**src/rtl/gbts_pkg.sv**
```systemverilog
// Shared types and constants of the gap buffer text store.
// Used by gbts_ram, gbts_engine and gap_buffer_text_store; depends on nothing.
package gbts_pkg;

  localparam int BUF_BYTES   = 1024;
  localparam int ADDR_W      = $clog2(BUF_BYTES);
  localparam int CNT_W       = ADDR_W + 1;
  localparam int BYTE_W      = 8;
  localparam int KIND_W      = 2;
  localparam int STATUS_W    = 2;
  localparam int IN_TDATA_W  = 32;
  localparam int OUT_TDATA_W = 32;

  typedef enum logic [KIND_W-1:0] {
    KIND_INSERT = 2'd0,
    KIND_DELETE = 2'd1,
    KIND_MOVE   = 2'd2,
    KIND_READ   = 2'd3
  } kind_e;

  typedef enum logic [STATUS_W-1:0] {
    STATUS_DONE  = 2'd0,
    STATUS_RANGE = 2'd1,
    STATUS_FULL  = 2'd2
  } status_e;

  typedef struct packed {
    kind_e              kind;
    logic [CNT_W-1:0]   position;
    logic [BYTE_W-1:0]  data_byte;
    logic [CNT_W-1:0]   length;
  } cmd_t;

  typedef struct packed {
    logic [BYTE_W-1:0]  read_byte;
    status_e            status;
    logic [CNT_W-1:0]   text_length;
    logic [CNT_W-1:0]   gap_position;
  } res_t;

  typedef struct packed {
    logic               we;
    logic [ADDR_W-1:0]  waddr;
    logic [BYTE_W-1:0]  wdata;
    logic               re;
    logic [ADDR_W-1:0]  raddr;
  } mem_req_t;

endpackage

```
**src/rtl/gbts_engine.sv**
```systemverilog
// Operation sequencer of the gap buffer: gap registers, byte-wise gap shift,
// insert, delete, move and read. Depends on gbts_pkg; drives the gbts_ram port.
module gbts_engine (
  input  logic                        clk_i,
  input  logic                        rst_ni,
  input  logic                        cmd_valid_i,
  input  gbts_pkg::cmd_t              cmd_i,
  output logic                        cmd_ready_o,
  output logic                        res_valid_o,
  output gbts_pkg::res_t              res_o,
  input  logic                        res_ready_i,
  output gbts_pkg::mem_req_t          mem_req_o,
  input  logic [gbts_pkg::BYTE_W-1:0] mem_rdata_i
);

  typedef enum logic [4:0] {
    ST_IDLE   = 5'b00001,
    ST_SHIFT  = 5'b00010,
    ST_FINISH = 5'b00100,
    ST_RDWAIT = 5'b01000,
    ST_RESP   = 5'b10000
  } state_e;

  localparam logic [gbts_pkg::CNT_W-1:0] BufLen = gbts_pkg::CNT_W'(gbts_pkg::BUF_BYTES);
  localparam logic [gbts_pkg::CNT_W-1:0] One    = gbts_pkg::CNT_W'(1);

  state_e                          state_q, state_d;
  logic [gbts_pkg::CNT_W-1:0]      gs_q, gs_d;
  logic [gbts_pkg::CNT_W-1:0]      gl_q, gl_d;
  logic [gbts_pkg::CNT_W-1:0]      tgt_q, tgt_d;
  logic [gbts_pkg::CNT_W-1:0]      len_q, len_d;
  gbts_pkg::kind_e                 kind_q, kind_d;
  logic [gbts_pkg::BYTE_W-1:0]     data_q, data_d;
  logic [gbts_pkg::BYTE_W-1:0]     rbyte_q, rbyte_d;
  gbts_pkg::status_e               status_q, status_d;
  logic                            pend_q, pend_d;
  logic [gbts_pkg::ADDR_W-1:0]     pend_addr_q, pend_addr_d;

  logic [gbts_pkg::CNT_W-1:0]      tlen, rem, gs_dec, left_dst, right_src, phys;

  always_comb begin
    tlen      = BufLen - gl_q;
    rem       = tlen - cmd_i.position;
    gs_dec    = gs_q - One;
    left_dst  = gs_dec + gl_q;
    right_src = gs_q + gl_q;
    phys      = (cmd_i.position < gs_q) ? cmd_i.position : cmd_i.position + gl_q;
  end

  always_comb begin
    state_d     = state_q;
    gs_d        = gs_q;
    gl_d        = gl_q;
    tgt_d       = tgt_q;
    len_d       = len_q;
    kind_d      = kind_q;
    data_d      = data_q;
    rbyte_d     = rbyte_q;
    status_d    = status_q;
    pend_d      = 1'b0;
    pend_addr_d = pend_addr_q;
    mem_req_o   = '0;
    res_valid_o = 1'b0;

    unique case (state_q)
      ST_IDLE: begin
        if (cmd_valid_i) begin
          kind_d   = cmd_i.kind;
          data_d   = cmd_i.data_byte;
          tgt_d    = cmd_i.position;
          len_d    = '0;
          rbyte_d  = '0;
          status_d = gbts_pkg::STATUS_DONE;
          unique case (cmd_i.kind)
            gbts_pkg::KIND_INSERT: begin
              if (cmd_i.position > tlen) begin
                status_d = gbts_pkg::STATUS_RANGE;
                state_d  = ST_RESP;
              end else if (gl_q == '0) begin
                status_d = gbts_pkg::STATUS_FULL;
                state_d  = ST_RESP;
              end else begin
                state_d = ST_SHIFT;
              end
            end
            gbts_pkg::KIND_DELETE: begin
              if (cmd_i.position >= tlen) begin
                status_d = gbts_pkg::STATUS_RANGE;
                state_d  = ST_RESP;
              end else begin
                len_d   = (cmd_i.length > rem) ? rem : cmd_i.length;
                state_d = ST_SHIFT;
              end
            end
            gbts_pkg::KIND_MOVE: begin
              if (cmd_i.position > tlen) begin
                status_d = gbts_pkg::STATUS_RANGE;
                state_d  = ST_RESP;
              end else begin
                state_d = ST_SHIFT;
              end
            end
            gbts_pkg::KIND_READ: begin
              if (cmd_i.position >= tlen) begin
                status_d = gbts_pkg::STATUS_RANGE;
                state_d  = ST_RESP;
              end else begin
                mem_req_o.re    = 1'b1;
                mem_req_o.raddr = phys[gbts_pkg::ADDR_W-1:0];
                state_d         = ST_RDWAIT;
              end
            end
          endcase
        end
      end

      ST_SHIFT: begin
        // The byte read last cycle lands on the other side of the gap.
        if (pend_q) begin
          mem_req_o.we    = 1'b1;
          mem_req_o.waddr = pend_addr_q;
          mem_req_o.wdata = mem_rdata_i;
        end
        if (gs_q == tgt_q) begin
          state_d = ST_FINISH;
        end else if (tgt_q < gs_q) begin
          mem_req_o.re    = 1'b1;
          mem_req_o.raddr = gs_dec[gbts_pkg::ADDR_W-1:0];
          pend_d          = 1'b1;
          pend_addr_d     = left_dst[gbts_pkg::ADDR_W-1:0];
          gs_d            = gs_dec;
        end else begin
          mem_req_o.re    = 1'b1;
          mem_req_o.raddr = right_src[gbts_pkg::ADDR_W-1:0];
          pend_d          = 1'b1;
          pend_addr_d     = gs_q[gbts_pkg::ADDR_W-1:0];
          gs_d            = gs_q + One;
        end
      end

      ST_FINISH: begin
        if (kind_q == gbts_pkg::KIND_INSERT) begin
          mem_req_o.we    = 1'b1;
          mem_req_o.waddr = gs_q[gbts_pkg::ADDR_W-1:0];
          mem_req_o.wdata = data_q;
          gs_d            = gs_q + One;
          gl_d            = gl_q - One;
        end else if (kind_q == gbts_pkg::KIND_DELETE) begin
          gl_d = gl_q + len_q;
        end
        state_d = ST_RESP;
      end

      ST_RDWAIT: begin
        rbyte_d = mem_rdata_i;
        state_d = ST_RESP;
      end

      ST_RESP: begin
        res_valid_o = 1'b1;
        if (res_ready_i) begin
          state_d = ST_IDLE;
        end
      end

      default: begin
        state_d = ST_IDLE;
      end
    endcase
  end

  always_ff @(posedge clk_i or negedge rst_ni) begin
    if (!rst_ni) begin
      state_q <= ST_IDLE;
      gs_q    <= '0;
      gl_q    <= BufLen;
      pend_q  <= 1'b0;
    end else begin
      state_q <= state_d;
      gs_q    <= gs_d;
      gl_q    <= gl_d;
      pend_q  <= pend_d;
    end
  end

  always_ff @(posedge clk_i) begin
    tgt_q       <= tgt_d;
    len_q       <= len_d;
    kind_q      <= kind_d;
    data_q      <= data_d;
    rbyte_q     <= rbyte_d;
    status_q    <= status_d;
    pend_addr_q <= pend_addr_d;
  end

  assign cmd_ready_o        = (state_q == ST_IDLE);
  assign res_o.read_byte    = rbyte_q;
  assign res_o.status       = status_q;
  assign res_o.text_length  = tlen;
  assign res_o.gap_position = gs_q;

endmodule

```
**config.mk**
```make
export PLATFORM = sky130hd
export DESIGN_NAME = gbts_engine
export DESIGN_NICKNAME = d
export VERILOG_FILES = /design/src/rtl/gbts_pkg.sv /design/src/rtl/gbts_engine.sv
export SDC_FILE = /design/constraint.sdc
export NUM_CORES = 1
export LEC_CHECK = 0
export ABC_AREA = 1
export BUFFER_PORTS_ARGS = -buffer_cell sky130_fd_sc_hd__buf_2
export CAP_MARGIN = 30
export CORE_MARGIN = 4
export CORE_UTILIZATION = 49
export CTS_BUF_LIST = sky130_fd_sc_hd__clkbuf_4 sky130_fd_sc_hd__clkbuf_8 sky130_fd_sc_hd__clkbuf_16
export CTS_CLUSTER_DIAMETER = 120
export CTS_CLUSTER_SIZE = 12
export DETAILED_ROUTE_END_ITERATION = 6
export PLACE_DENSITY = 0.71
export SETUP_SLACK_MARGIN = 0.4
export SYNTH_ARGS = -nofsm -noshare
export SYNTH_HDL_FRONTEND = slang
export SYNTH_SLANG_ARGS = --single-unit
```
**constraint.sdc**
```tcl
create_clock -name clk_i -period 8.6 [get_ports clk_i]
set_input_delay 1.72 -clock clk_i [delete_from_list [all_inputs] [get_ports clk_i]]
set_output_delay 1.72 -clock clk_i [all_outputs]
set_load 0.01 [all_outputs]
```
==> impl_metrics.ini, run 1 <==
[setup_path]
worstPathCellList = inv_1, ha_1, nand2_1, nor4_1, xor2_1, ha_1, nand2_1, nor2_1, nand3_1, nand3_2, nand2_1, inv_2, nand2_2, inv_4, nand2_1, o21ai_0, buf_2
r2r_setup_slack_ns = 4.04
crit_path_end_kind = output pin
reg2reg_from = gl_q[1]$_DFFE_PN0P_
cp_data_arrival_time_ns = 3.69
critical_path.most_common_cell = nand2_1
required_ns = 6.88
worst_r2r_endpoint = len_q[4]$_SDFFCE_PP0P_
rr_worst_depth = 21
crit_path_max_incr_delay_ns = 0.61
crit_path_start_kind = register
critPathKind = register to output pin
cp_num_buf_inv = 4
crit_path_top_delay_cell = dfrtp_1
critPathTopFamily = simple AND/OR/NAND/NOR gates
path_max_fanout = 10

[cells_and_area]
final_area_um2 = 8900
syn2layout_area_growth_pct = 12.4
layout-drive-gt1-share_pct = 15.3
num-fill-cells = 1500
post-route-util_pct = 56.0
antenna_cells = 0
finalNetCount = 1319

[yosys]
synth_cells = 1088
syn_nets = 1221
syn_area_per_cell_um2 = 7.28
async_reset_ff_share_pct = 35.0
synth_area_um2 = 7920
synth-seq-cells = 80
synth_top_area_share_pct = 19.7
yosysWarnings = 0
synth_edf_count = 52
synth_area_leaders = edfxtp_1 20%, ha_1 13%, nand2_1 13%
dominantRegCellSynth = edfxtp_1
synth_cell_types = 46
synth_top_cell_by_area = edfxtp_1
ys_seq_area_share_pct = 28.6

[global_routing]
antenna_found_initial = 0
grt_max_degree = 29
grt_pass1_wl_um = 36200
grt-ovfl-total = 0
grtUsageTotal_pct = 25.2
grt_pass1_vias = 6983

[timing]
rsz0062_at_grt = false
hold_violations = 0
worst_pin_slew_ns = 0.670
finalMaxSlewViolations = 0
period_needed_ns = 5.41
finClkSkew_ns = 0.00893
fmax_mhz = 185
fin_setup_tns_ns = 0
relSlewSlack_pct = 55.3
setup-violations-final = 0
fin_crit_sh_pct = 62.9

[route]
vias_per_cell = 5.32
wirelength_um = 22800
vias = 7489
drtIter0Drc = 484
postRouteAntennaNets = 0
first_pass_iters = 5
drc_errors = 0
wl_per_cell_um = 16.2

[die]
initial_core_util_pct = 49.8
dieHeight_um = 135
dieArea_um2 = 18300
die_w_um = 135
io_pins = 108
rows = 46
core_area_um2 = 15900

[clock_tree]
cts_sinks = 80
cts.path.max_buffers = 2
post_cts_buffers = 0
numCtsBuffers = 9
clock-root-buffer = clkbuf_16
post_cts_resize_count = 0
cts_tree = yes
htreeDepth = 3
insertion_delay_ns = 0.35
cts.clk_slew.worst_paths_ns = 0.06
cts_hold_buf = 0

[placed_design]
dpl_cell_area_um2 = 8570
portBuffers = 107
gp_congestion = 0.924
dp.final_hpwl_um = 17700

[worst_hold_path]
hold_path_class = register to register
hold_path_end = gl_q[10]$_DFFE_PN1P_
hp-start = gl_q[10]$_DFFE_PN1P_
whs_path_depth = 2

[outcome]
outcome = complete, no violations

[flow_run]
max_cap_viol_count = 0
registers in the layout, indices dropped and copies added (netlist names), 5 cells and up:
signal       count
gl_q            11
gs_q            11
len_q           11
tgt_q           11
pend_addr_q     10
data_q           8
rbyte_q          8
state_q          5
stage by stage:
step,hold slack [ns],worst slack [ns],std cells
global route,0.492,2.89,1407
finish,0.485,3.19,1407
floorplan,0.456,3.87,1088
CTS,0.486,3.15,1407
detailed placement,0.479,3.33,1391
global placement,0.465,3.34,1391
per-layer routing:
metal	share of wire, %	routed length [µm]	up-vias	GRT usage [%]
li1	-	-	3785	-
met1	45	10400	3348	34.6
met2	43	9870	310	39.4
met3	8.2	1860	46	5.48
met4	3.2	726	0	8.79
met5	0	0	-	0
Yosys cell counts, types with 5 or more instances:
library cell  number
a21o_1             8
a21oi_1           54
buf_2              8
buf_4              5
buf_6              5
dfrtp_1           26
edfxtp_1          52
fa_1               5
ha_1              84
inv_1            142
inv_2             10
nand2_1          271
nand2_2            9
nand3_1           97
nand3_2            6
nand4_1           18
nor2_1            90
nor3_1             8
o21ai_0           56
o21ai_1           18
o21ai_2            6
xnor2_1           14
xor2_1            40
final cells by class:
class / instances / area [µm²] / share of cell area [%]
repair buffers: 109 / 551 / 6.18
well taps: 216 / 270 / 3.04
multi-input cells: 826 / 4880 / 54.8
flip-flops and latches: 80 / 2260 / 25.4
inverters: 160 / 611 / 6.86
clock buffers: 10 / 239 / 2.68
clock inverters: 6 / 90.1 / 1.01
tightest hold or removal path: stages (launching register included):
cell and delay, ns:
dfstp_2 0.38, nand2_1 0.06, nand2_1 0.04
worst max path at each step:
stage                     cells past startpoint  slack [ns]      endpoint                start
after floorplan                              10        3.87  mem_req_o[6]            cmd_i[19]
after global placement                       14        3.34  mem_req_o[4]            cmd_i[23]
after detailed placement                     14        3.33  mem_req_o[4]            cmd_i[20]
after CTS                                    17        3.15  mem_req_o[4]  gl_q[1]$_DFFE_PN0P_
after global routing                         17        2.89  mem_req_o[4]  gl_q[1]$_DFFE_PN0P_
final                                        17        3.19  mem_req_o[4]  gl_q[1]$_DFFE_PN0P_
placed cells by master (no fill, tap or decap), types with 3 or more instances in the layout:
cell type and count:
a21o_1 8, nor2_2 3, a21oi_2 4, edfxtp_1 52, nor2_1 90, o21ai_1 18
inv_1 142, inv_4 4, xnor2_1 14, o21ai_2 6, a21oi_1 54, o21bai_1 3
nand2_1 271, xor2_1 40, buf_2 107, o21ai_0 56, nand3_1 97, inv_2 10
nor3_1 8, nand3_2 6, nand3b_1 4, o21a_1 3, dfrtp_1 26, clkinv_1 5
clkbuf_16 9, nand4_1 18, nand2_2 9, ha_1 84, nor2_4 3, nand4_4 3
a31oi_1 3, nor4_1 3, fa_1 5
cells by family (layout without fill, tap and decap cells):
kind of cell / Yosys count / after routing / synth area share (%)
buf+inv: 182 / 285 / 9.80
simple gates: 525 / 525 / 29.9
fa+ha+maj: 89 / 89 / 14.5
compound gates: 158 / 158 / 11.2
xor+xnor: 54 / 54 / 5.97
flops: 80 / 80 / 28.6
Power of run 1 is not shown: default switching activity piles up to over one toggle a cycle in this logic, so the estimate is an artifact.
==> run 2, diff against run 1 <==
- clock period: 8.6 -> 5.3 ns (I/O delays scaled with it)
==> run 2 against run 1 <==
  * Critical path depth unchanged
  * Die area unchanged
  * Sequential share of layout area rose by 0.061 points
  * Worst setup slack worse by 2.5 ns
  * First-iteration DRC count increased by 1.2%
  * Wire length up 0.45%
  * Clock skew up 0.0018 ns
  * Largest cell class unchanged
==> impl_metrics.ini, run 2 (synthesis results as in run 1) <==
[cells_and_area]
final_common_cell = nand2_1
stdcell_count = 1408
mostFrequentLayoutCells = 271 x nand2_1, 142 x inv_1, 107 x buf_2
syn2layout_area_growth_pct = 12.2
antenna_cells = 0
seq_area_um2 = 2270
multi_input_area_um2 = 4880
final_area_um2 = 8880
finalNetCount = 1320
layout-drive-gt1-share_pct = 15.4
num-fill-cells = 1549

[setup_path]
worst_r2r_endpoint = len_q[1]$_SDFFCE_PP0P_
crit_path_end_kind = output pin
rr_worst_depth = 24
cp_data_arrival_time_ns = 3.55
critPathKind = register to output pin
required_ns = 4.24
path_max_fanout = 8
r2r_setup_slack_ns = 1.09
reg2reg_from = gl_q[0]$_DFFE_PN0P_
crit_path_start_kind = register

[worst_hold_path]
hold_path_class = register to register
whs_path_depth = 2
hold_path_end = gl_q[10]$_DFFE_PN1P_
hp-start = gl_q[10]$_DFFE_PN1P_

[timing]
fmax_mhz = 217
period_needed_ns = 4.61
setup-violations-final = 0
relSlewSlack_pct = 53.1
finClkSkew_ns = 0.0107
worst_slack_ns = 0.688
rsz0062_at_grt = false
fin_setup_tns_ns = 0
worst_pin_slew_ns = 0.703
hold_violations = 0
fin_crit_sh_pct = 87.0
finalMaxSlewViolations = 0

[global_routing]
antenna_found_initial = 0
grt-ovfl-total = 0
grt_max_degree = 29
grtUsageTotal_pct = 25.6
grt_pass1_wl_um = 37000
grt_pass1_vias = 7185

[placed_design]
portBuffers = 107
gp_congestion = 0.955
dp_cells = 1392
dp.final_hpwl_um = 18000
dpl_cell_area_um2 = 8580
pre_cts_ws_ns = 1.03

[route]
first_pass_iters = 5
drtIter0Drc = 490
vias_per_cell = 5.39
drc_errors = 0
wl_per_cell_um = 16.3
postRouteAntennaNets = 0
vias = 7583
wirelength_um = 22900

[flow_run]
max_cap_viol_count = 0

[die]
io_pins = 108
core_area_um2 = 15900
initial_core_util_pct = 49.8
die_w_um = 135
dieHeight_um = 135
rows = 46
dieArea_um2 = 18300

[clock_tree]
post_cts_resize_count = 0
cts_sinks = 80
cts_hold_buf = 0
cts.clk_slew.worst_paths_ns = 0.07
numCtsBuffers = 9
insertion_delay_ns = 0.36
post_cts_buffers = 0
clock-root-buffer = clkbuf_16
cts.path.max_buffers = 2
cts_tree = yes
htreeDepth = 3

[outcome]
outcome = complete, no violations
## run 2: final cells by class
| class | instances | area share [%] |
|---|---|---|
| inverter | 160 | 6.87 |
| sequential | 80 | 25.5 |
| clock inverter | 7 | 0.887 |
| timing repair buffer | 110 | 6.28 |
| multi-input combinational | 826 | 54.9 |
| tap | 216 | 3.04 |
| clock buffer | 9 | 2.53 |
## run 2: how the worst max path moves through the flow
| stage | start | endpoint | slack, ns | cells after the start |
|---|---|---|---|---|
| 4_1_cts | gl_q[1]$_DFFE_PN0P_ | mem_req_o[4] | 0.63 | 17 |
| 6_report | gl_q[0]$_DFFE_PN0P_ | mem_req_o[4] | 0.69 | 17 |
| 5_1_grt | gl_q[0]$_DFFE_PN0P_ | mem_req_o[4] | 0.42 | 17 |
| 2_1_floorplan | gl_q[1]$_DFFE_PN0P_ | mem_req_o[4] | 1.56 | 16 |
| 3_3_place_gp | gl_q[1]$_DFFE_PN0P_ | mem_req_o[2] | 1.07 | 15 |
| 3_5_place_dp | gl_q[1]$_DFFE_PN0P_ | mem_req_o[4] | 1.03 | 17 |
## run 2: per-layer routing
metal / part of all wire (%) / up-vias / wire (µm) / global-route usage, %
li1: - / 3790 / - / -
met1: 46 / 3461 / 10500 / 35.2
met2: 43 / 298 / 9950 / 39.9
met3: 8.3 / 34 / 1910 / 5.63
met4: 2.7 / 0 / 624 / 8.79
met5: 0 / - / 0 / 0
## run 2: stage by stage
stage               utilization (%)  hold slack, ns
finish                         55.9           0.481
global route                   55.9           0.494
floorplan                         -           0.456
CTS                            55.9           0.485
detailed placement             54.0           0.475
global placement               54.0           0.466
## run 2: critical path, cell delays in order (launching register included)
cell	delay (ns)
dfrtp_1	0.50
inv_1	0.20
ha_1	0.23
nand2_1	0.12
nor4_1	0.32
xor2_1	0.30
ha_1	0.36
nand2_1	0.12
inv_1	0.04
a21oi_1	0.16
nand3_2	0.11
nand2_1	0.08
inv_2	0.05
nand2_2	0.14
inv_4	0.08
nand2_1	0.07
o21ai_0	0.13
buf_2	0.18
Power of run 2 is left out for the same reason.
